## config.mk

```make
export PLATFORM = sky130hd
export DESIGN_NAME = source_character_lexer_unit
export DESIGN_NICKNAME = d
export VERILOG_FILES = /design/src/scl_pkg.sv /design/src/source_character_lexer_unit.sv /design/src/scl_fifo.sv /design/src/scl_front.sv /design/src/scl_back.sv
export VERILOG_INCLUDE_DIRS = /design/src /design/src/src
export SDC_FILE = /design/constraint.sdc
export NUM_CORES = 1
export LEC_CHECK = 0
export BUFFER_PORTS_ARGS = -buffer_cell sky130_fd_sc_hd__clkbuf_2
export CORE_UTILIZATION = 63
export DETAILED_ROUTE_END_ITERATION = 10
export HOLD_SLACK_MARGIN = 0.02
export PLACE_DENSITY = 0.86
export SETUP_SLACK_MARGIN = 0.05
export SYNTH_ARGS = -nofsm -noshare
export SYNTH_HDL_FRONTEND = slang
export SYNTH_SLANG_ARGS = --single-unit
```

## constraint.sdc

```tcl
create_clock -name clk -period 6.2 [get_ports clk]
set_input_delay 0.31 -clock clk [delete_from_list [all_inputs] [get_ports clk]]
set_output_delay 0.31 -clock clk [all_outputs]
set_load 0.03 [all_outputs]
```

## src/source_character_lexer_unit_assert.svh

```systemverilog
// Assertion macros for the lexer.
`ifndef SOURCE_CHARACTER_LEXER_UNIT_ASSERT_SVH
`define SOURCE_CHARACTER_LEXER_UNIT_ASSERT_SVH

// Consequent checked in the same cycle.
`define SCLU_ASSERT_NOW(lbl, clk, rst, ante, cons, msg) \
  lbl: assert property (@(posedge clk) disable iff (rst) (ante) |-> (cons)) \
    else $error(msg);

// Consequent checked in the next cycle.
`define SCLU_ASSERT_NEXT(lbl, clk, rst, ante, cons, msg) \
  lbl: assert property (@(posedge clk) disable iff (rst) (ante) |=> (cons)) \
    else $error(msg);

`endif

```

## src/scl_pkg.sv

```systemverilog
package scl_pkg;

  localparam int DEF_MAX_TOKEN_LEN = 256;
  localparam int DEF_HOLD_DEPTH    = 32;
  localparam int DEF_NEST_WIDTH    = 16;
  localparam int QUEUE_DEPTH       = 4;

  localparam logic [2:0] CLS_NEWLINE = 3'd0;
  localparam logic [2:0] CLS_SPECIAL = 3'd1;
  localparam logic [2:0] CLS_COMPARE = 3'd2;
  localparam logic [2:0] CLS_ARITH   = 3'd3;
  localparam logic [2:0] CLS_STRING  = 3'd4;
  localparam logic [2:0] CLS_IDENT   = 3'd5;
  localparam logic [2:0] CLS_GLOBAL  = 3'd6;
  localparam logic [2:0] CLS_NUMBER  = 3'd7;

  localparam logic [2:0] ERR_NONE        = 3'd0;
  localparam logic [2:0] ERR_INVALID     = 3'd1;
  localparam logic [2:0] ERR_UNSUPPORTED = 3'd2;
  localparam logic [2:0] ERR_UNCLOSED    = 3'd3;
  localparam logic [2:0] ERR_OVERFLOW    = 3'd4;

  typedef struct packed {
    logic [7:0] source_char;
    logic       end_of_input;
  } in_word_t;

  typedef struct packed {
    logic [2:0] token_class;
    logic [7:0] text_char;
    logic       has_char;
    logic       token_last;
    logic [2:0] error_code;
  } out_word_t;

  typedef struct packed {
    logic [7:0] ch;
    logic       eoi;
    logic       digit;
    logic       alpha;
    logic       space;
    logic       blank;
    logic       xdigit;
    logic       special;
    logic       boundary;
    logic       esc_ok;
    logic [7:0] esc_val;
    logic [3:0] hex;
  } char_info_t;

endpackage

```

## src/source_character_lexer_unit.sv

```systemverilog
// Words reach dout through the registered input and output queues. Characters leave one
// byte late, so a token's last word waits for the byte after it. Throughput: one byte per
// cycle while the output queue has room; a byte that closes one token and opens another,
// or follows a newline and a lone slash, is lexed again from the start state; a compare
// pair sends '=' from a tail state; a triple-quoted flush first replays the held bytes.
// Reset (rst, synchronous): queues empty, lexer at start state, halt cleared.
module source_character_lexer_unit #(
  parameter int MAX_TOKEN_LEN = scl_pkg::DEF_MAX_TOKEN_LEN,
  parameter int HOLD_DEPTH    = scl_pkg::DEF_HOLD_DEPTH,
  parameter int NEST_WIDTH    = scl_pkg::DEF_NEST_WIDTH
) (
  input  logic               clk,
  input  logic               rst,
  input  logic               push,
  output logic               full,
  input  scl_pkg::in_word_t  din,
  output logic               empty,
  input  logic               pop,
  output scl_pkg::out_word_t dout
);

  import scl_pkg::*;

  char_info_t info;
  char_info_t q_item;
  logic       q_empty;
  logic       q_pop;
  out_word_t  res_word;
  logic       res_push;
  logic       res_full;

  scl_front u_front (
    .din  (din),
    .info (info)
  );

  scl_fifo #(
    .word_t (char_info_t),
    .DEPTH  (QUEUE_DEPTH)
  ) u_in_q (
    .clk   (clk),
    .rst   (rst),
    .push  (push),
    .wdata (info),
    .full  (full),
    .pop   (q_pop),
    .rdata (q_item),
    .empty (q_empty)
  );

  scl_back #(
    .MAX_TOKEN_LEN (MAX_TOKEN_LEN),
    .HOLD_DEPTH    (HOLD_DEPTH),
    .NEST_WIDTH    (NEST_WIDTH)
  ) u_back (
    .clk        (clk),
    .rst        (rst),
    .item       (q_item),
    .item_valid (!q_empty),
    .item_pop   (q_pop),
    .oword      (res_word),
    .opush      (res_push),
    .ofull      (res_full)
  );

  scl_fifo #(
    .word_t (out_word_t),
    .DEPTH  (QUEUE_DEPTH)
  ) u_out_q (
    .clk   (clk),
    .rst   (rst),
    .push  (res_push),
    .wdata (res_word),
    .full  (res_full),
    .pop   (pop),
    .rdata (dout),
    .empty (empty)
  );

endmodule

```

## src/scl_fifo.sv

```systemverilog
module scl_fifo #(
  parameter type word_t = logic,
  parameter int  DEPTH  = 4
) (
  input  logic  clk,
  input  logic  rst,
  input  logic  push,
  input  word_t wdata,
  output logic  full,
  input  logic  pop,
  output word_t rdata,
  output logic  empty
);

  localparam int PtrW = (DEPTH > 1) ? $clog2(DEPTH) : 1;
  localparam int CntW = $clog2(DEPTH + 1);
  localparam logic [PtrW-1:0] LAST = PtrW'(DEPTH - 1);
  localparam logic [CntW-1:0] FULL_CNT = CntW'(DEPTH);

  word_t           mem [DEPTH];
  logic [PtrW-1:0] wr_ptr;
  logic [PtrW-1:0] rd_ptr;
  logic [CntW-1:0] count;
  logic            do_push;
  logic            do_pop;

  assign full    = (count == FULL_CNT);
  assign empty   = (count == '0);
  assign do_push = push && !full;
  assign do_pop  = pop && !empty;
  assign rdata   = mem[rd_ptr];

  always_ff @(posedge clk) begin
    if (rst) begin
      wr_ptr <= '0;
      rd_ptr <= '0;
      count  <= '0;
    end else begin
      if (do_push) begin
        wr_ptr <= (wr_ptr == LAST) ? '0 : wr_ptr + 1'b1;
      end
      if (do_pop) begin
        rd_ptr <= (rd_ptr == LAST) ? '0 : rd_ptr + 1'b1;
      end
      if (do_push && !do_pop) begin
        count <= count + 1'b1;
      end else if (do_pop && !do_push) begin
        count <= count - 1'b1;
      end
    end
  end

  always_ff @(posedge clk) begin
    if (do_push) begin
      mem[wr_ptr] <= wdata;
    end
  end

endmodule

```

## src/scl_front.sv

```systemverilog
module scl_front (
  input  scl_pkg::in_word_t   din,
  output scl_pkg::char_info_t info
);

  import scl_pkg::*;

  logic [7:0] c;
  logic [7:0] lc;
  logic       is_dig;

  assign c      = din.source_char;
  assign lc     = c | 8'h20;
  assign is_dig = (c >= "0") && (c <= "9");

  always_comb begin
    info          = '0;
    info.ch       = c;
    info.eoi      = din.end_of_input;
    info.digit    = is_dig;
    info.alpha    = ((c >= "a") && (c <= "z")) || ((c >= "A") && (c <= "Z"));
    info.space    = (c == " ") || ((c >= 8'd9) && (c <= 8'd13));
    info.blank    = (c == " ") || (c == 8'd9);
    info.xdigit   = is_dig || ((lc >= "a") && (lc <= "f"));
    info.hex      = is_dig ? c[3:0] : lc[3:0] + 4'd9;
    info.special  = c inside {"(", ")", "{", "}", ",", ".", "?", ":"};
    info.boundary = c inside {"(", ")", "{", "}", ",", ".", "<", "=", ">",
                              "/", "+", "-", "*", "!"};
    unique case (c)
      "n":     begin info.esc_ok = 1'b1; info.esc_val = 8'd10; end
      "t":     begin info.esc_ok = 1'b1; info.esc_val = 8'd9;  end
      "r":     begin info.esc_ok = 1'b1; info.esc_val = 8'd13; end
      "\"":    begin info.esc_ok = 1'b1; info.esc_val = 8'd34; end
      "\\":    begin info.esc_ok = 1'b1; info.esc_val = 8'd92; end
      default: begin info.esc_ok = 1'b0; info.esc_val = 8'd0;  end
    endcase
  end

endmodule

```

## src/scl_back.sv

```systemverilog
module scl_back #(
  parameter int MAX_TOKEN_LEN = 256,
  parameter int HOLD_DEPTH    = 32,
  parameter int NEST_WIDTH    = 16
) (
  input  logic                 clk,
  input  logic                 rst,
  input  scl_pkg::char_info_t  item,
  input  logic                 item_valid,
  output logic                 item_pop,
  output scl_pkg::out_word_t   oword,
  output logic                 opush,
  input  logic                 ofull
);

  import scl_pkg::*;

  localparam int TlW = $clog2(MAX_TOKEN_LEN);
  localparam int HcW = $clog2(HOLD_DEPTH + 1);
  localparam int HaW = $clog2(HOLD_DEPTH);
  localparam logic [TlW-1:0]        TL_LIMIT  = TlW'(MAX_TOKEN_LEN - 1);
  localparam logic [HcW-1:0]        HOLD_FULL = HcW'(HOLD_DEPTH);
  localparam logic [NEST_WIDTH-1:0] DEPTH_MAX = '1;

  typedef enum logic [5:0] {
    M_START, M_NL, M_NL_SLASH, M_SLASH, M_LINE,
    M_BC_SEEK, M_BC_STAR, M_BC_SLASH, M_BCN_SEEK, M_BCN_STAR, M_BCN_SLASH,
    M_EQ, M_GL, M_NEQ,
    M_STR, M_STR_EMPTY, M_STR_ESC, M_STR_HEX1, M_STR_HEX2,
    M_MULTI, M_MULTI_Q, M_MULTI_END,
    M_IDENT,
    M_N_ZERO, M_N_DEC, M_N_FRAC_START, M_N_FRAC, M_N_EXP_SIGN, M_N_EXP_START,
    M_N_EXP, M_N_HEX_START, M_N_HEX,
    M_TAIL
  } mode_t;

  typedef enum logic [1:0] {F_IDLE, F_PRIME, F_RUN} flush_t;

  function automatic out_word_t mk_word(logic [2:0] cls, logic [7:0] ch, logic has,
                                        logic last, logic [2:0] err);
    out_word_t w;
    w.token_class = cls;
    w.text_char   = ch;
    w.has_char    = has;
    w.token_last  = last;
    w.error_code  = err;
    return w;
  endfunction

  mode_t                 mode, mode_next;
  logic [NEST_WIDTH-1:0] depth, depth_next;
  logic [TlW-1:0]        tl, tl_next;
  logic [7:0]            pend_ch, pend_ch_next;
  logic                  pv, pv_next;
  logic [3:0]            hex_high, hex_high_next;
  logic [2:0]            flags, flags_next;
  logic [HcW-1:0]        hcount, hcount_next;
  logic                  halted, halted_next;
  flush_t                fstate, fstate_next;
  logic [HcW-1:0]        fidx, fidx_next;

  logic [7:0]            held [HOLD_DEPTH];
  logic [7:0]            rdata;
  logic [HaW-1:0]        rd_addr;
  logic                  hwe;

  logic [7:0]            c;
  logic                  go;
  logic                  item_step;
  logic                  clr;
  logic                  set_us;
  logic                  pc_req;
  logic [2:0]            pc_cls;
  logic [7:0]            pc_ch;
  logic                  push_req;
  logic                  fail_req;
  logic [2:0]            fail_code;
  logic [2:0]            nf;
  logic [2:0]            icls;
  logic                  bcn;
  mode_t                 seek_m;
  logic [7:0]            hv;

  assign c    = item.ch;
  assign go   = !ofull;
  assign bcn  = (mode == M_BCN_SEEK) || (mode == M_BCN_STAR) || (mode == M_BCN_SLASH);
  assign seek_m = bcn ? M_BCN_SEEK : M_BC_SEEK;
  assign icls = (flags[1:0] == 2'b11) ? CLS_GLOBAL : CLS_IDENT;
  assign hv   = {hex_high, item.hex};

  always_comb begin
    mode_next     = mode;
    depth_next    = depth;
    tl_next       = tl;
    pend_ch_next  = pend_ch;
    pv_next       = pv;
    hex_high_next = hex_high;
    flags_next    = flags;
    hcount_next   = hcount;
    halted_next   = halted;
    fstate_next   = fstate;
    fidx_next     = fidx;
    opush         = 1'b0;
    oword         = '0;
    item_pop      = 1'b0;
    item_step     = 1'b0;
    clr           = 1'b0;
    set_us        = 1'b0;
    pc_req        = 1'b0;
    pc_cls        = CLS_STRING;
    pc_ch         = c;
    push_req      = 1'b0;
    fail_req      = 1'b0;
    fail_code     = ERR_NONE;
    hwe           = 1'b0;
    nf            = flags;
    rd_addr       = (fstate == F_RUN) ? HaW'(go ? fidx + 1'b1 : fidx) : '0;

    if (halted) begin
      item_pop = item_valid;
    end else if (fstate == F_PRIME) begin
      fstate_next = F_RUN;
    end else if (fstate == F_RUN) begin
      if (go) begin
        pc_req    = 1'b1;
        pc_cls    = CLS_STRING;
        pc_ch     = rdata;
        fidx_next = fidx + 1'b1;
        if (HcW'(fidx + 1'b1) == hcount) begin
          fstate_next = F_IDLE;
          fidx_next   = '0;
          hcount_next = '0;
        end
      end
    end else if (mode == M_TAIL) begin
      if (go) begin
        opush     = 1'b1;
        oword     = mk_word(CLS_COMPARE, "=", 1'b1, 1'b1, ERR_NONE);
        mode_next = M_START;
      end
    end else if (item_valid && go) begin
      item_step = 1'b1;
      item_pop  = 1'b1;
      if (item.eoi) begin
        clr       = 1'b1;
        mode_next = M_START;
        unique case (mode)
          M_NL, M_LINE: begin
            opush = 1'b1;
            oword = mk_word(CLS_NEWLINE, 8'd0, 1'b0, 1'b1, ERR_NONE);
          end
          M_NL_SLASH: begin
            opush     = 1'b1;
            oword     = mk_word(CLS_NEWLINE, 8'd0, 1'b0, 1'b1, ERR_NONE);
            clr       = 1'b0;
            mode_next = M_SLASH;
            item_pop  = 1'b0;
          end
          M_SLASH: begin
            opush = 1'b1;
            oword = mk_word(CLS_ARITH, "/", 1'b1, 1'b1, ERR_NONE);
          end
          M_BC_SEEK, M_BC_STAR, M_BC_SLASH, M_BCN_SEEK, M_BCN_STAR, M_BCN_SLASH: begin
            fail_req  = 1'b1;
            fail_code = ERR_UNCLOSED;
          end
          M_EQ: begin
            opush = 1'b1;
            oword = mk_word(CLS_SPECIAL, "=", 1'b1, 1'b1, ERR_NONE);
          end
          M_GL: begin
            opush = 1'b1;
            oword = mk_word(CLS_COMPARE, pend_ch, 1'b1, 1'b1, ERR_NONE);
          end
          M_STR_EMPTY: begin
            opush = 1'b1;
            oword = mk_word(CLS_STRING, pv ? pend_ch : 8'd0, pv, 1'b1, ERR_NONE);
          end
          M_IDENT: begin
            if (((tl == TlW'(1)) && flags[0]) || flags[2]) begin
              fail_req  = 1'b1;
              fail_code = ERR_INVALID;
            end else begin
              opush = 1'b1;
              oword = mk_word(icls, pv ? pend_ch : 8'd0, pv, 1'b1, ERR_NONE);
            end
          end
          M_N_ZERO, M_N_DEC, M_N_FRAC, M_N_EXP, M_N_HEX: begin
            opush = 1'b1;
            oword = mk_word(CLS_NUMBER, pv ? pend_ch : 8'd0, pv, 1'b1, ERR_NONE);
          end
          M_START: begin
          end
          default: begin
            fail_req  = 1'b1;
            fail_code = ERR_INVALID;
          end
        endcase
      end else begin
        unique case (mode)
          M_START: begin
            clr = 1'b1;
            if (c == 8'd10) begin
              mode_next = M_NL;
            end else if (item.blank) begin
            end else if (item.special) begin
              opush = 1'b1;
              oword = mk_word(CLS_SPECIAL, c, 1'b1, 1'b1, ERR_NONE);
            end else if (c == "=") begin
              pend_ch_next = c;
              mode_next    = M_EQ;
            end else if (c == "!") begin
              pend_ch_next = c;
              mode_next    = M_NEQ;
            end else if ((c == "<") || (c == ">")) begin
              pend_ch_next = c;
              mode_next    = M_GL;
            end else if ((c == "+") || (c == "-") || (c == "*")) begin
              opush = 1'b1;
              oword = mk_word(CLS_ARITH, c, 1'b1, 1'b1, ERR_NONE);
            end else if (c == "/") begin
              mode_next = M_SLASH;
            end else if (c == "\"") begin
              mode_next = M_STR;
            end else if (item.alpha || (c == "_")) begin
              set_us    = (c == "_");
              pc_req    = 1'b1;
              pc_cls    = CLS_IDENT;
              mode_next = M_IDENT;
            end else if (item.digit) begin
              pc_req    = 1'b1;
              pc_cls    = CLS_NUMBER;
              mode_next = (c == "0") ? M_N_ZERO : M_N_DEC;
            end else begin
              fail_req  = 1'b1;
              fail_code = ERR_UNSUPPORTED;
            end
          end
          M_NL: begin
            if (item.space) begin
            end else if (c == "/") begin
              mode_next = M_NL_SLASH;
            end else begin
              opush     = 1'b1;
              oword     = mk_word(CLS_NEWLINE, 8'd0, 1'b0, 1'b1, ERR_NONE);
              mode_next = M_START;
              item_pop  = 1'b0;
            end
          end
          M_NL_SLASH: begin
            if (c == "*") begin
              depth_next = NEST_WIDTH'(1);
              mode_next  = M_BCN_SEEK;
            end else if (c == "/") begin
              mode_next = M_LINE;
            end else begin
              opush     = 1'b1;
              oword     = mk_word(CLS_NEWLINE, 8'd0, 1'b0, 1'b1, ERR_NONE);
              mode_next = M_SLASH;
              item_pop  = 1'b0;
            end
          end
          M_SLASH: begin
            if (c == "*") begin
              depth_next = NEST_WIDTH'(1);
              mode_next  = M_BC_SEEK;
            end else if (c == "/") begin
              mode_next = M_LINE;
            end else begin
              opush     = 1'b1;
              oword     = mk_word(CLS_ARITH, "/", 1'b1, 1'b1, ERR_NONE);
              mode_next = M_START;
              item_pop  = 1'b0;
            end
          end
          M_LINE: begin
            if (c == 8'd10) begin
              mode_next = M_NL;
            end
          end
          M_BC_SEEK, M_BCN_SEEK: begin
            if (c == "*") begin
              mode_next = bcn ? M_BCN_STAR : M_BC_STAR;
            end else if (c == "/") begin
              mode_next = bcn ? M_BCN_SLASH : M_BC_SLASH;
            end
          end
          M_BC_STAR, M_BCN_STAR: begin
            if (c == "/") begin
              depth_next = depth - 1'b1;
              if (depth == NEST_WIDTH'(1)) begin
                mode_next = bcn ? M_NL : M_START;
              end else begin
                mode_next = seek_m;
              end
            end else if (c != "*") begin
              mode_next = seek_m;
            end
          end
          M_BC_SLASH, M_BCN_SLASH: begin
            mode_next = seek_m;
            if (c == "*") begin
              if (depth >= DEPTH_MAX) begin
                fail_req  = 1'b1;
                fail_code = ERR_OVERFLOW;
              end else begin
                depth_next = depth + 1'b1;
              end
            end
          end
          M_EQ: begin
            opush = 1'b1;
            if (c == "=") begin
              oword     = mk_word(CLS_COMPARE, "=", 1'b1, 1'b0, ERR_NONE);
              mode_next = M_TAIL;
            end else begin
              oword     = mk_word(CLS_SPECIAL, "=", 1'b1, 1'b1, ERR_NONE);
              mode_next = M_START;
              item_pop  = 1'b0;
            end
          end
          M_GL: begin
            opush = 1'b1;
            if (c == "=") begin
              oword     = mk_word(CLS_COMPARE, pend_ch, 1'b1, 1'b0, ERR_NONE);
              mode_next = M_TAIL;
            end else begin
              oword     = mk_word(CLS_COMPARE, pend_ch, 1'b1, 1'b1, ERR_NONE);
              mode_next = M_START;
              item_pop  = 1'b0;
            end
          end
          M_NEQ: begin
            if (c == "=") begin
              opush     = 1'b1;
              oword     = mk_word(CLS_COMPARE, "!", 1'b1, 1'b0, ERR_NONE);
              mode_next = M_TAIL;
            end else begin
              fail_req  = 1'b1;
              fail_code = ERR_INVALID;
            end
          end
          M_STR: begin
            if (c == "\"") begin
              if (tl == '0) begin
                mode_next = M_STR_EMPTY;
              end else begin
                opush     = 1'b1;
                oword     = mk_word(CLS_STRING, pend_ch, pv, 1'b1, ERR_NONE);
                clr       = 1'b1;
                mode_next = M_START;
              end
            end else if (c == "\\") begin
              mode_next = M_STR_ESC;
            end else if ((c < 8'd32) || (c == 8'd127)) begin
              fail_req  = 1'b1;
              fail_code = ERR_INVALID;
            end else begin
              pc_req = 1'b1;
            end
          end
          M_STR_EMPTY: begin
            if (c == "\"") begin
              hcount_next = '0;
              mode_next   = M_MULTI;
            end else begin
              opush     = 1'b1;
              oword     = mk_word(CLS_STRING, pv ? pend_ch : 8'd0, pv, 1'b1, ERR_NONE);
              clr       = 1'b1;
              mode_next = M_START;
              item_pop  = 1'b0;
            end
          end
          M_STR_ESC: begin
            if (c == "x") begin
              mode_next = M_STR_HEX1;
            end else if (item.esc_ok) begin
              pc_req    = 1'b1;
              pc_ch     = item.esc_val;
              mode_next = M_STR;
            end else begin
              fail_req  = 1'b1;
              fail_code = ERR_INVALID;
            end
          end
          M_STR_HEX1: begin
            if (item.xdigit) begin
              hex_high_next = item.hex;
              mode_next     = M_STR_HEX2;
            end else begin
              fail_req  = 1'b1;
              fail_code = ERR_INVALID;
            end
          end
          M_STR_HEX2: begin
            if (!item.xdigit || hv[7]) begin
              fail_req  = 1'b1;
              fail_code = ERR_INVALID;
            end else begin
              pc_req    = 1'b1;
              pc_ch     = hv;
              mode_next = M_STR;
            end
          end
          M_MULTI: begin
            if (item.space) begin
              push_req = 1'b1;
            end else if (c == "\"") begin
              push_req  = 1'b1;
              mode_next = M_MULTI_Q;
            end else if (hcount != '0) begin
              fstate_next = F_PRIME;
              fidx_next   = '0;
              item_pop    = 1'b0;
            end else begin
              pc_req = 1'b1;
            end
          end
          M_MULTI_Q, M_MULTI_END: begin
            if (c == "\"") begin
              if (mode == M_MULTI_END) begin
                opush     = 1'b1;
                oword     = mk_word(CLS_STRING, pv ? pend_ch : 8'd0, pv, 1'b1, ERR_NONE);
                clr       = 1'b1;
                mode_next = M_START;
              end else begin
                push_req  = 1'b1;
                mode_next = M_MULTI_END;
              end
            end else if (hcount != '0) begin
              fstate_next = F_PRIME;
              fidx_next   = '0;
              item_pop    = 1'b0;
            end else begin
              pc_req    = 1'b1;
              mode_next = M_MULTI;
            end
          end
          M_IDENT: begin
            if (item.alpha || item.digit || (c == "_")) begin
              if ((tl == TlW'(1)) && (c == "_") && flags[0]) begin
                nf[1] = 1'b1;
              end else if ((tl == TlW'(2)) && (flags[1:0] == 2'b11) && !item.alpha) begin
                nf[2] = 1'b1;
              end
              flags_next = nf;
              pc_req     = 1'b1;
              pc_cls     = (nf[1:0] == 2'b11) ? CLS_GLOBAL : CLS_IDENT;
            end else if (!item.space && !item.boundary) begin
              fail_req  = 1'b1;
              fail_code = ERR_INVALID;
            end else if (((tl == TlW'(1)) && flags[0]) || flags[2]) begin
              fail_req  = 1'b1;
              fail_code = ERR_INVALID;
            end else begin
              opush     = 1'b1;
              oword     = mk_word(icls, pv ? pend_ch : 8'd0, pv, 1'b1, ERR_NONE);
              clr       = 1'b1;
              mode_next = M_START;
              item_pop  = 1'b0;
            end
          end
          M_N_ZERO, M_N_DEC, M_N_FRAC, M_N_EXP, M_N_HEX: begin
            pc_cls = CLS_NUMBER;
            if ((mode == M_N_ZERO) && ((c == "x") || (c == "X"))) begin
              pc_req    = 1'b1;
              pc_ch     = "x";
              mode_next = M_N_HEX_START;
            end else if ((mode == M_N_ZERO) && (c == "0")) begin
              fail_req  = 1'b1;
              fail_code = ERR_INVALID;
            end else if ((mode == M_N_HEX) && item.xdigit) begin
              pc_req = 1'b1;
            end else if ((mode == M_N_DEC || mode == M_N_FRAC || mode == M_N_EXP)
                         && item.digit) begin
              pc_req = 1'b1;
            end else if ((mode == M_N_ZERO || mode == M_N_DEC) && (c == ".")) begin
              pc_req    = 1'b1;
              mode_next = M_N_FRAC_START;
            end else if ((mode == M_N_ZERO || mode == M_N_DEC || mode == M_N_FRAC)
                         && ((c == "e") || (c == "E"))) begin
              pc_req    = 1'b1;
              pc_ch     = "e";
              mode_next = M_N_EXP_SIGN;
            end else begin
              opush     = 1'b1;
              oword     = mk_word(CLS_NUMBER, pv ? pend_ch : 8'd0, pv, 1'b1, ERR_NONE);
              clr       = 1'b1;
              mode_next = M_START;
              item_pop  = 1'b0;
            end
          end
          M_N_FRAC_START, M_N_EXP_START, M_N_EXP_SIGN, M_N_HEX_START: begin
            pc_cls = CLS_NUMBER;
            if ((mode == M_N_EXP_SIGN) && ((c == "+") || (c == "-"))) begin
              pc_req    = 1'b1;
              mode_next = M_N_EXP_START;
            end else if ((mode == M_N_HEX_START) && item.xdigit) begin
              pc_req    = 1'b1;
              mode_next = M_N_HEX;
            end else if ((mode != M_N_HEX_START) && item.digit) begin
              pc_req    = 1'b1;
              mode_next = (mode == M_N_FRAC_START) ? M_N_FRAC : M_N_EXP;
            end else begin
              fail_req  = 1'b1;
              fail_code = ERR_INVALID;
            end
          end
          default: begin
            mode_next = M_START;
            item_pop  = 1'b0;
          end
        endcase
      end
    end

    if (clr) begin
      pv_next       = 1'b0;
      tl_next       = '0;
      flags_next    = '0;
      hcount_next   = '0;
      hex_high_next = '0;
      depth_next    = '0;
    end
    if (set_us) begin
      flags_next = 3'b001;
    end

    if (pc_req) begin
      if (tl_next >= TL_LIMIT) begin
        fail_req  = 1'b1;
        fail_code = ERR_OVERFLOW;
      end else begin
        if (pv_next) begin
          opush = 1'b1;
          oword = mk_word(pc_cls, pend_ch_next, 1'b1, 1'b0, ERR_NONE);
        end
        pend_ch_next = pc_ch;
        pv_next      = 1'b1;
        tl_next      = tl_next + 1'b1;
      end
    end

    if (push_req) begin
      if (hcount_next >= HOLD_FULL) begin
        fail_req  = 1'b1;
        fail_code = ERR_OVERFLOW;
      end else begin
        hwe         = 1'b1;
        hcount_next = hcount_next + 1'b1;
      end
    end

    if (fail_req) begin
      opush         = 1'b1;
      oword         = mk_word(CLS_NEWLINE, 8'd0, 1'b0, 1'b1, fail_code);
      hwe           = 1'b0;
      pv_next       = 1'b0;
      tl_next       = '0;
      flags_next    = '0;
      hcount_next   = '0;
      hex_high_next = '0;
      depth_next    = '0;
      mode_next     = M_START;
      fstate_next   = F_IDLE;
      fidx_next     = '0;
      halted_next   = 1'b1;
      item_pop      = item_step;
    end
  end

  always_ff @(posedge clk) begin
    if (rst) begin
      mode     <= M_START;
      depth    <= '0;
      tl       <= '0;
      pv       <= 1'b0;
      hex_high <= '0;
      flags    <= '0;
      hcount   <= '0;
      halted   <= 1'b0;
      fstate   <= F_IDLE;
      fidx     <= '0;
    end else begin
      mode     <= mode_next;
      depth    <= depth_next;
      tl       <= tl_next;
      pv       <= pv_next;
      hex_high <= hex_high_next;
      flags    <= flags_next;
      hcount   <= hcount_next;
      halted   <= halted_next;
      fstate   <= fstate_next;
      fidx     <= fidx_next;
    end
    pend_ch <= pend_ch_next;
  end

  always_ff @(posedge clk) begin
    if (hwe) begin
      held[hcount[HaW-1:0]] <= c;
    end
    rdata <= held[rd_addr];
  end

  `include "source_character_lexer_unit_assert.svh"

  `SCLU_ASSERT_NEXT(a_halt_sticky, clk, rst, halted, halted, "halt flag dropped")
  `SCLU_ASSERT_NOW(a_quiet_halted, clk, rst, halted, !opush, "word sent while halted")
  `SCLU_ASSERT_NOW(a_flush_nonempty, clk, rst, fstate == F_RUN, hcount != '0,
                   "flush with no held bytes")
  `SCLU_ASSERT_NEXT(a_error_halts, clk, rst, opush && (oword.error_code != ERR_NONE),
                    halted, "error word without halt")

endmodule

```

==> results of run 1 <==
-- kinds of logic after synthesis --
family	count (synthesis)
fa+ha+maj	35
mux	129
buf+inv	153
compound gates	435
flops	515
xor+xnor	30
simple gates	696
-- cells in the mapped netlist, drive strengths merged, types with 9 or more instances --
library cell	n
edfxtp	428
or2	9
inv	36
clkbuf	88
nor4	23
a211oi	16
nand3	54
nand4	18
nand2	158
o21ai	122
buf	29
xor2	13
and3	16
nor2	230
ha	32
nand3b	9
a31oi	13
o31ai	12
and2	21
o211ai	18
mux4	106
xnor2	17
nor3	44
or4	16
or3	29
nor2b	21
mux2i	19
a21oi	133
nand2b	21
dfxtp	87
o22ai	23
-- per-stage QoR --
stage	power (mW)	util [%]	hold WS (ns)	setup slack [ns]
3_3_place_gp	8.286	66.12	0.4605	0.1944
6_report	11.45	70.27	0.07215	0.5074
3_5_place_dp	8.357	66.12	0.4672	0.04380
5_1_grt	11.78	70.26	0.07950	0.1801
4_1_cts	11.28	70.19	0.05031	0.1855
2_1_floorplan	7.029	-	0.4089	0.5908
-- repair_timing --
action,in CTS,in global routing
hold buffers,1,0
endpoints found under the setup margin,1,1
resized for setup,1,1
hold endpoints to repair,4,0
setup buffers,0,3
pin swaps,0,1
-- state kept, by name (all words and copies together), names as in the netlist, 3 cells and up, named ones only --
name / cells
u_back.held: 256
u_in_q.mem: 108
u_out_q.mem: 64
u_back.depth: 16
u_back.pend_ch: 8
u_back.rdata: 8
u_back.tl: 8
u_back.fidx: 6
u_back.hcount: 6
u_back.mode: 6
u_back.hex_high: 4
u_back.flags: 3
u_in_q.count: 3
u_out_q.count: 3
-- cell type report --
class	count	share of cell area, %
well taps	518	2.381
clock buffers	58	4.698
inverters	36	0.4964
clock inverters	29	1.025
flip-flops and latches	515	53.62
diodes	1	0.009193
repair buffers	103	2.574
multi-input cells	1325	35.20
-- power breakdown --
| group | internal [mW] | switching [mW] | leakage, nW |
|---|---|---|---|
| clock | 1.61 | 1.32 | 0.751 |
| sequential | 4.31 | 0.169 | 4.62 |
| combinational | 1.23 | 2.80 | 3.73 |
-- worst min-delay path by stage --
| stage | from | end | depth (start not counted) |
|---|---|---|---|
| 5_1_grt | din[8] | u_in_q.mem[1][28] | 1 |
| 6_report | din[6] | u_in_q.mem[1][26] | 1 |
| 2_1_floorplan | din[0] | u_in_q.mem[0][20] | 0 |
| 4_1_cts | din[8] | u_in_q.mem[1][28] | 1 |
| 3_3_place_gp | u_back.flags[2] | u_back.flags[2] | 2 |
| 3_5_place_dp | u_back.pend_ch[6] | u_back.pend_ch[6] | 2 |
-- layer usage --
| metal | share of wire (%) | wire length, µm | global-route usage (%) | vias to the layer above |
|---|---|---|---|---|
| met5 | 0 | 0 | 0 | - |
| met4 | 4.4 | 3231 | 15.63 | 0 |
| met3 | 11 | 8253 | 7.045 | 246 |
| met2 | 46 | 33710 | 56.72 | 1392 |
| met1 | 38 | 27750 | 50.51 | 8871 |
| li1 | - | - | - | 7743 |
==> results.toml, run 1 <==
[status]
outcome = "completed"

[setup_path]
cp-endpoint = "u_out_q.count[2]"
critical_path.top_delay_family = "compound AO/OA/AOI/OAI gates"
startpoint_class = "flop"
reg2reg_slack_ns = 0.51
worst-endpoint-required_ns = 6.73
cp_num_buf_inv = 2
timing.setup.critical_path_class = "flop to flop"
worst-path-max-fanout = 9
library_cell_contributing_the_largest_single_delay_on_the_critical_path = "mux4_2"
worst_path_largest_cell_delay_ns = 0.69
r2r-end = "u_out_q.count[2]"
endpoint_kind = "flop"
timing.reg2reg.worst_path_depth = 20
timing.critical_path.cells = "mux4_2 -> nor4bb_2 -> a21oi_1 -> a22oi_1 -> o31ai_1 -> o31ai_4 -> and2_1 -> ha_1 -> nand3_1 -> nor2_1 -> nand3_1 -> a21oi_1 -> a221oi_4 -> inv_1 -> ha_1 -> inv_1 -> fa_1 -> xor2_1 -> or3_1 -> a21oi_1"
crit_cells = 20
crit_path_top_cell_by_count = "a21oi_1"
crit_arrival_ns = 6.22

[placement]
gp_congestion = 1.031
area_after_dpl_um2 = 25610
post-place-cells = 2493
portBuffers = 30
detailed_place_hpwl_mm = 48.27

[route]
final_antenna_net_count = 0
initialDrtViolationCount = 2471
vias_per_cell = 7.061
wl_per_cell_um = 28.22
detailedRoute.firstPassIterationCount = 6
vias = 18252
drt-total-wl_mm = 72.94
drc = 0

[synthesis]
ys.flop_type = "edfxtp_1"
share_of_the_synthesized_area_in_compound_gates_ao_oa_aoi_oai_pct = 11.17
synth_top_family_by_area = "simple AND/OR/NAND/NOR gates"
xor_xnor_share_of_the_synthesized_area_pct = 1.061
synthDistinctLibCells = 98
post_synth_inst_count = 1993
asyncSetResetFlopFracSynth_pct = 0
synthesis.yosys.warnings = 0
yosys.area.top_type = "edfxtp_1"
synth-simple-area-share_pct = 13.93
synthAdderAreaFrac_pct = 1.820
area_contributors_post_synth = "edfxtp_1, mux4_2, dfxtp_1, nor2_1, a21oi_1"
postSynthRegisterBits = 515
synth_edf_count = 428
avgSynthCellArea_um2 = 12.42
synthesis.area_um2 = 24750
seq_area_frac_synth_pct = 58.96
synthMuxAreaShare_pct = 10.59
syn-num-nets = 2040
yosysTopAreaCellShare_pct = 51.92

[timing]
rsz0062_at_grt = "false"
finalSetupViolCount = 0
final_period_util_pct = 91.82
timing_max_transition_violations_final = 0
finalCriticalPeriod_ns = 5.693
fin_worst_skew_ns = 0.02803
actual_transition_at_the_worst_max_transition_pin_ns = 1.411
timing.slew.headroom_pct = 3.524
totalNegativeSetupSlack_ns = 0
achievable_frequency_mhz = 175.7
report.final.hold_viol_count = 0

[global_routing]
first_global_vias = 17773
groute.usage.overall_pct = 36.42
grt_start_max_net_pins = 65
grt_antenna_before_repair = 0
global_route_wire_length_before_repair_mm = 109.3
global_route.overflow_total = 0

[clock_tree]
numCtsBuffers = 48
maximum_buffer_depth_of_the_clock_tree = 3
cts.root.buffer_cell = "clkbuf_16"
clkTransAtPathRegs_ns = 0.07
clkLatencyLatePin_ns = 0.61
htree_num_levels = 2
cts_sink_count = 515
tritoncts = "done"

[power_and_ir_drop]
power.ir.vdd_worst_uv = 375.7
p_leak_nw = 9.099
powerDensity_nw_per_um2 = 420.5

[layout]
layout.cells.most_common = "edfxtp_1"
drive_above_1_share_pct = 15.39
register_area_um2 = 14600
final_net_count = 2076
non_filler_instances = 2585
layout.cells.most_common_list = "edfxtp_1, nor2_1, nand2_1"
fin_area_um2 = 27220
nFillCells = 2542
area_taken_by_multi_input_logic_gates_um2 = 9580
areaGrowthSynthToFinish_pct = 9.963

[floorplan]
floorplan.die.height_um = 200.2
core_area_um2 = 38740
die-area_um2 = 40090
die_w_um = 200.2
initial_standard_cell_utilization_of_the_core_pct = 63.90
io-pin-count = 31
floorplan.rows = 72

[min_path]
min_path_type = "input pin to flop"

[run]
max-cap-violations = 0
Power figures use the tool's default switching activity.
==> run 2: changes to the inputs <==
Clock period 6.2 ns to 5.4 ns, I/O delays scaled along.
==> results.toml, run 2 (same netlist as run 1, synthesis figures left out) <==
[status]
outcome = "completed"

[floorplan]
initial_standard_cell_utilization_of_the_core_pct = 63.90
floorplan.die.height_um = 200.2
core_area_um2 = 38740
die_w_um = 200.2
die-area_um2 = 40090
io-pin-count = 31
floorplan.rows = 72

[timing]
achievable_frequency_mhz = 194.4
final_period_util_pct = 95.26
fin_worst_skew_ns = 0.02394
timing_max_transition_violations_final = 0
report.final.hold_viol_count = 0
rsz0062_at_grt = "false"
totalNegativeSetupSlack_ns = 0
timing.slew.headroom_pct = 19.46
hold-worst-slack_ns = 0.03766
finalCriticalPeriod_ns = 5.144
finalSetupViolCount = 0
actual_transition_at_the_worst_max_transition_pin_ns = 1.178

[placement]
gp_congestion = 1.064
portBuffers = 30
detailed_place_hpwl_mm = 50.14

[global_routing]
global_route.overflow_total = 0
groute.usage.overall_pct = 38.11
grt_start_max_net_pins = 57
first_global_vias = 18159
global_route_wire_length_before_repair_mm = 113.7
grt_antenna_before_repair = 0

[route]
vias = 18617
drt-total-wl_mm = 75.86
vias_per_cell = 7.041
drc = 0
detailedRoute.firstPassIterationCount = 8
initialDrtViolationCount = 2533
wl_per_cell_um = 28.69
final_antenna_net_count = 0

[setup_path]
reg2reg_slack_ns = 0.26
worst_path_largest_cell_delay_ns = 0.91
timing.critical_path.cells = "buf_4 -> mux4_2 -> or4_1 -> a21oi_1 -> a22oi_2 -> o31ai_2 -> o31ai_4 -> buf_4 -> buf_4 -> a41oi_1 -> buf_4 -> nand3b_1 -> nor2_1"
worst-endpoint-required_ns = 5.64
cp_num_buf_inv = 4
endpoint_kind = "flop"
crit_arrival_ns = 5.38
critical_path.top_delay_family = "simple AND/OR/NAND/NOR gates"
timing.setup.critical_path_class = "flop to flop"
library_cell_contributing_the_largest_single_delay_on_the_critical_path = "nor2_1"
crit_path_top_cell_by_count = "buf_4"
startpoint_class = "flop"
worst-path-max-fanout = 11

[layout]
drive_above_1_share_pct = 17.73
diodes = 0
areaGrowthSynthToFinish_pct = 12.12
largest_reg_flops = 256
nFillCells = 2504
area_taken_by_multi_input_logic_gates_um2 = 9634
utilization_pct = 71.64
layout.cells.most_common_list = "edfxtp_1, nor2_1, nand2_1"
layout.cells.most_common = "edfxtp_1"
register_area_um2 = 14600
final_net_count = 2132

[clock_tree]
cts.root.buffer_cell = "clkbuf_16"
cts_sink_count = 515
tritoncts = "done"
maximum_buffer_depth_of_the_clock_tree = 3
clkLatencyLatePin_ns = 0.62
htree_num_levels = 2
numCtsBuffers = 50
clkTransAtPathRegs_ns = 0.06

[power_and_ir_drop]
p_leak_nw = 9.402
powerDensity_nw_per_um2 = 485.3
total_chip_power_mw = 13.47
power.ir.vdd_worst_uv = 392.2

[run]
max-cap-violations = 0

[min_path]
min_path_type = "input pin to flop"
-- run 2: path summary, 6_finish.rpt --
check	start	end	cells after the start
hold / removal	din[5]	u_in_q.mem[2][25]	1
hold reg to reg	u_back.pend_ch[6]	u_back.pend_ch[6]	2
setup / recovery	flop	u_back.held[10][3]	13
setup reg to reg	flop	u_back.held[10][3]	13
-- run 2: layer usage --
layer | global-route usage [%] | wire [µm] | up-vias
met4 | 16.81 | 3817 | 0
met5 | 0 | 0 | -
met3 | 6.752 | 7898 | 270
met2 | 60.26 | 35660 | 1378
li1 | - | - | 7870
met1 | 52.28 | 28480 | 9099
-- run 2: where the power goes --
part,internal (mW),switching [mW],leakage (nW)
registers,4.95,0.217,4.62
logic,1.60,3.27,4.01
clock network,1.90,1.53,0.772
-- run 2: through the flow --
stage               std cells  setup slack, ns  instance area [µm²]
global route             2644          0.06389                27750
finish                   2644           0.2561                27750
detailed placement       2545          -0.1360                26020
global placement         2545          0.08984                26020
CTS                      2642          0.06583                27680
floorplan                1993          0.07624                24780
-- run 2: cell type report --
class                   count  share of cell area (%)
flip-flops and latches    515                   52.60
clock inverters            17                  0.6537
multi-input cells        1325                   34.71
repair buffers            157                   4.058
clock buffers              76                   5.149
inverters                  36                  0.4869
well taps                 518                   2.335
-- run 2: repair_timing --
| item | CTS | global route |
|---|---|---|
| setup buffers | 0 | 2 |
| setup endpoints to repair | 1 | 8 |
| pin swaps | 0 | 2 |
| resized for setup | 2 | 12 |
| hold endpoints to repair | 16 | 0 |
| hold buffers | 4 | 0 |
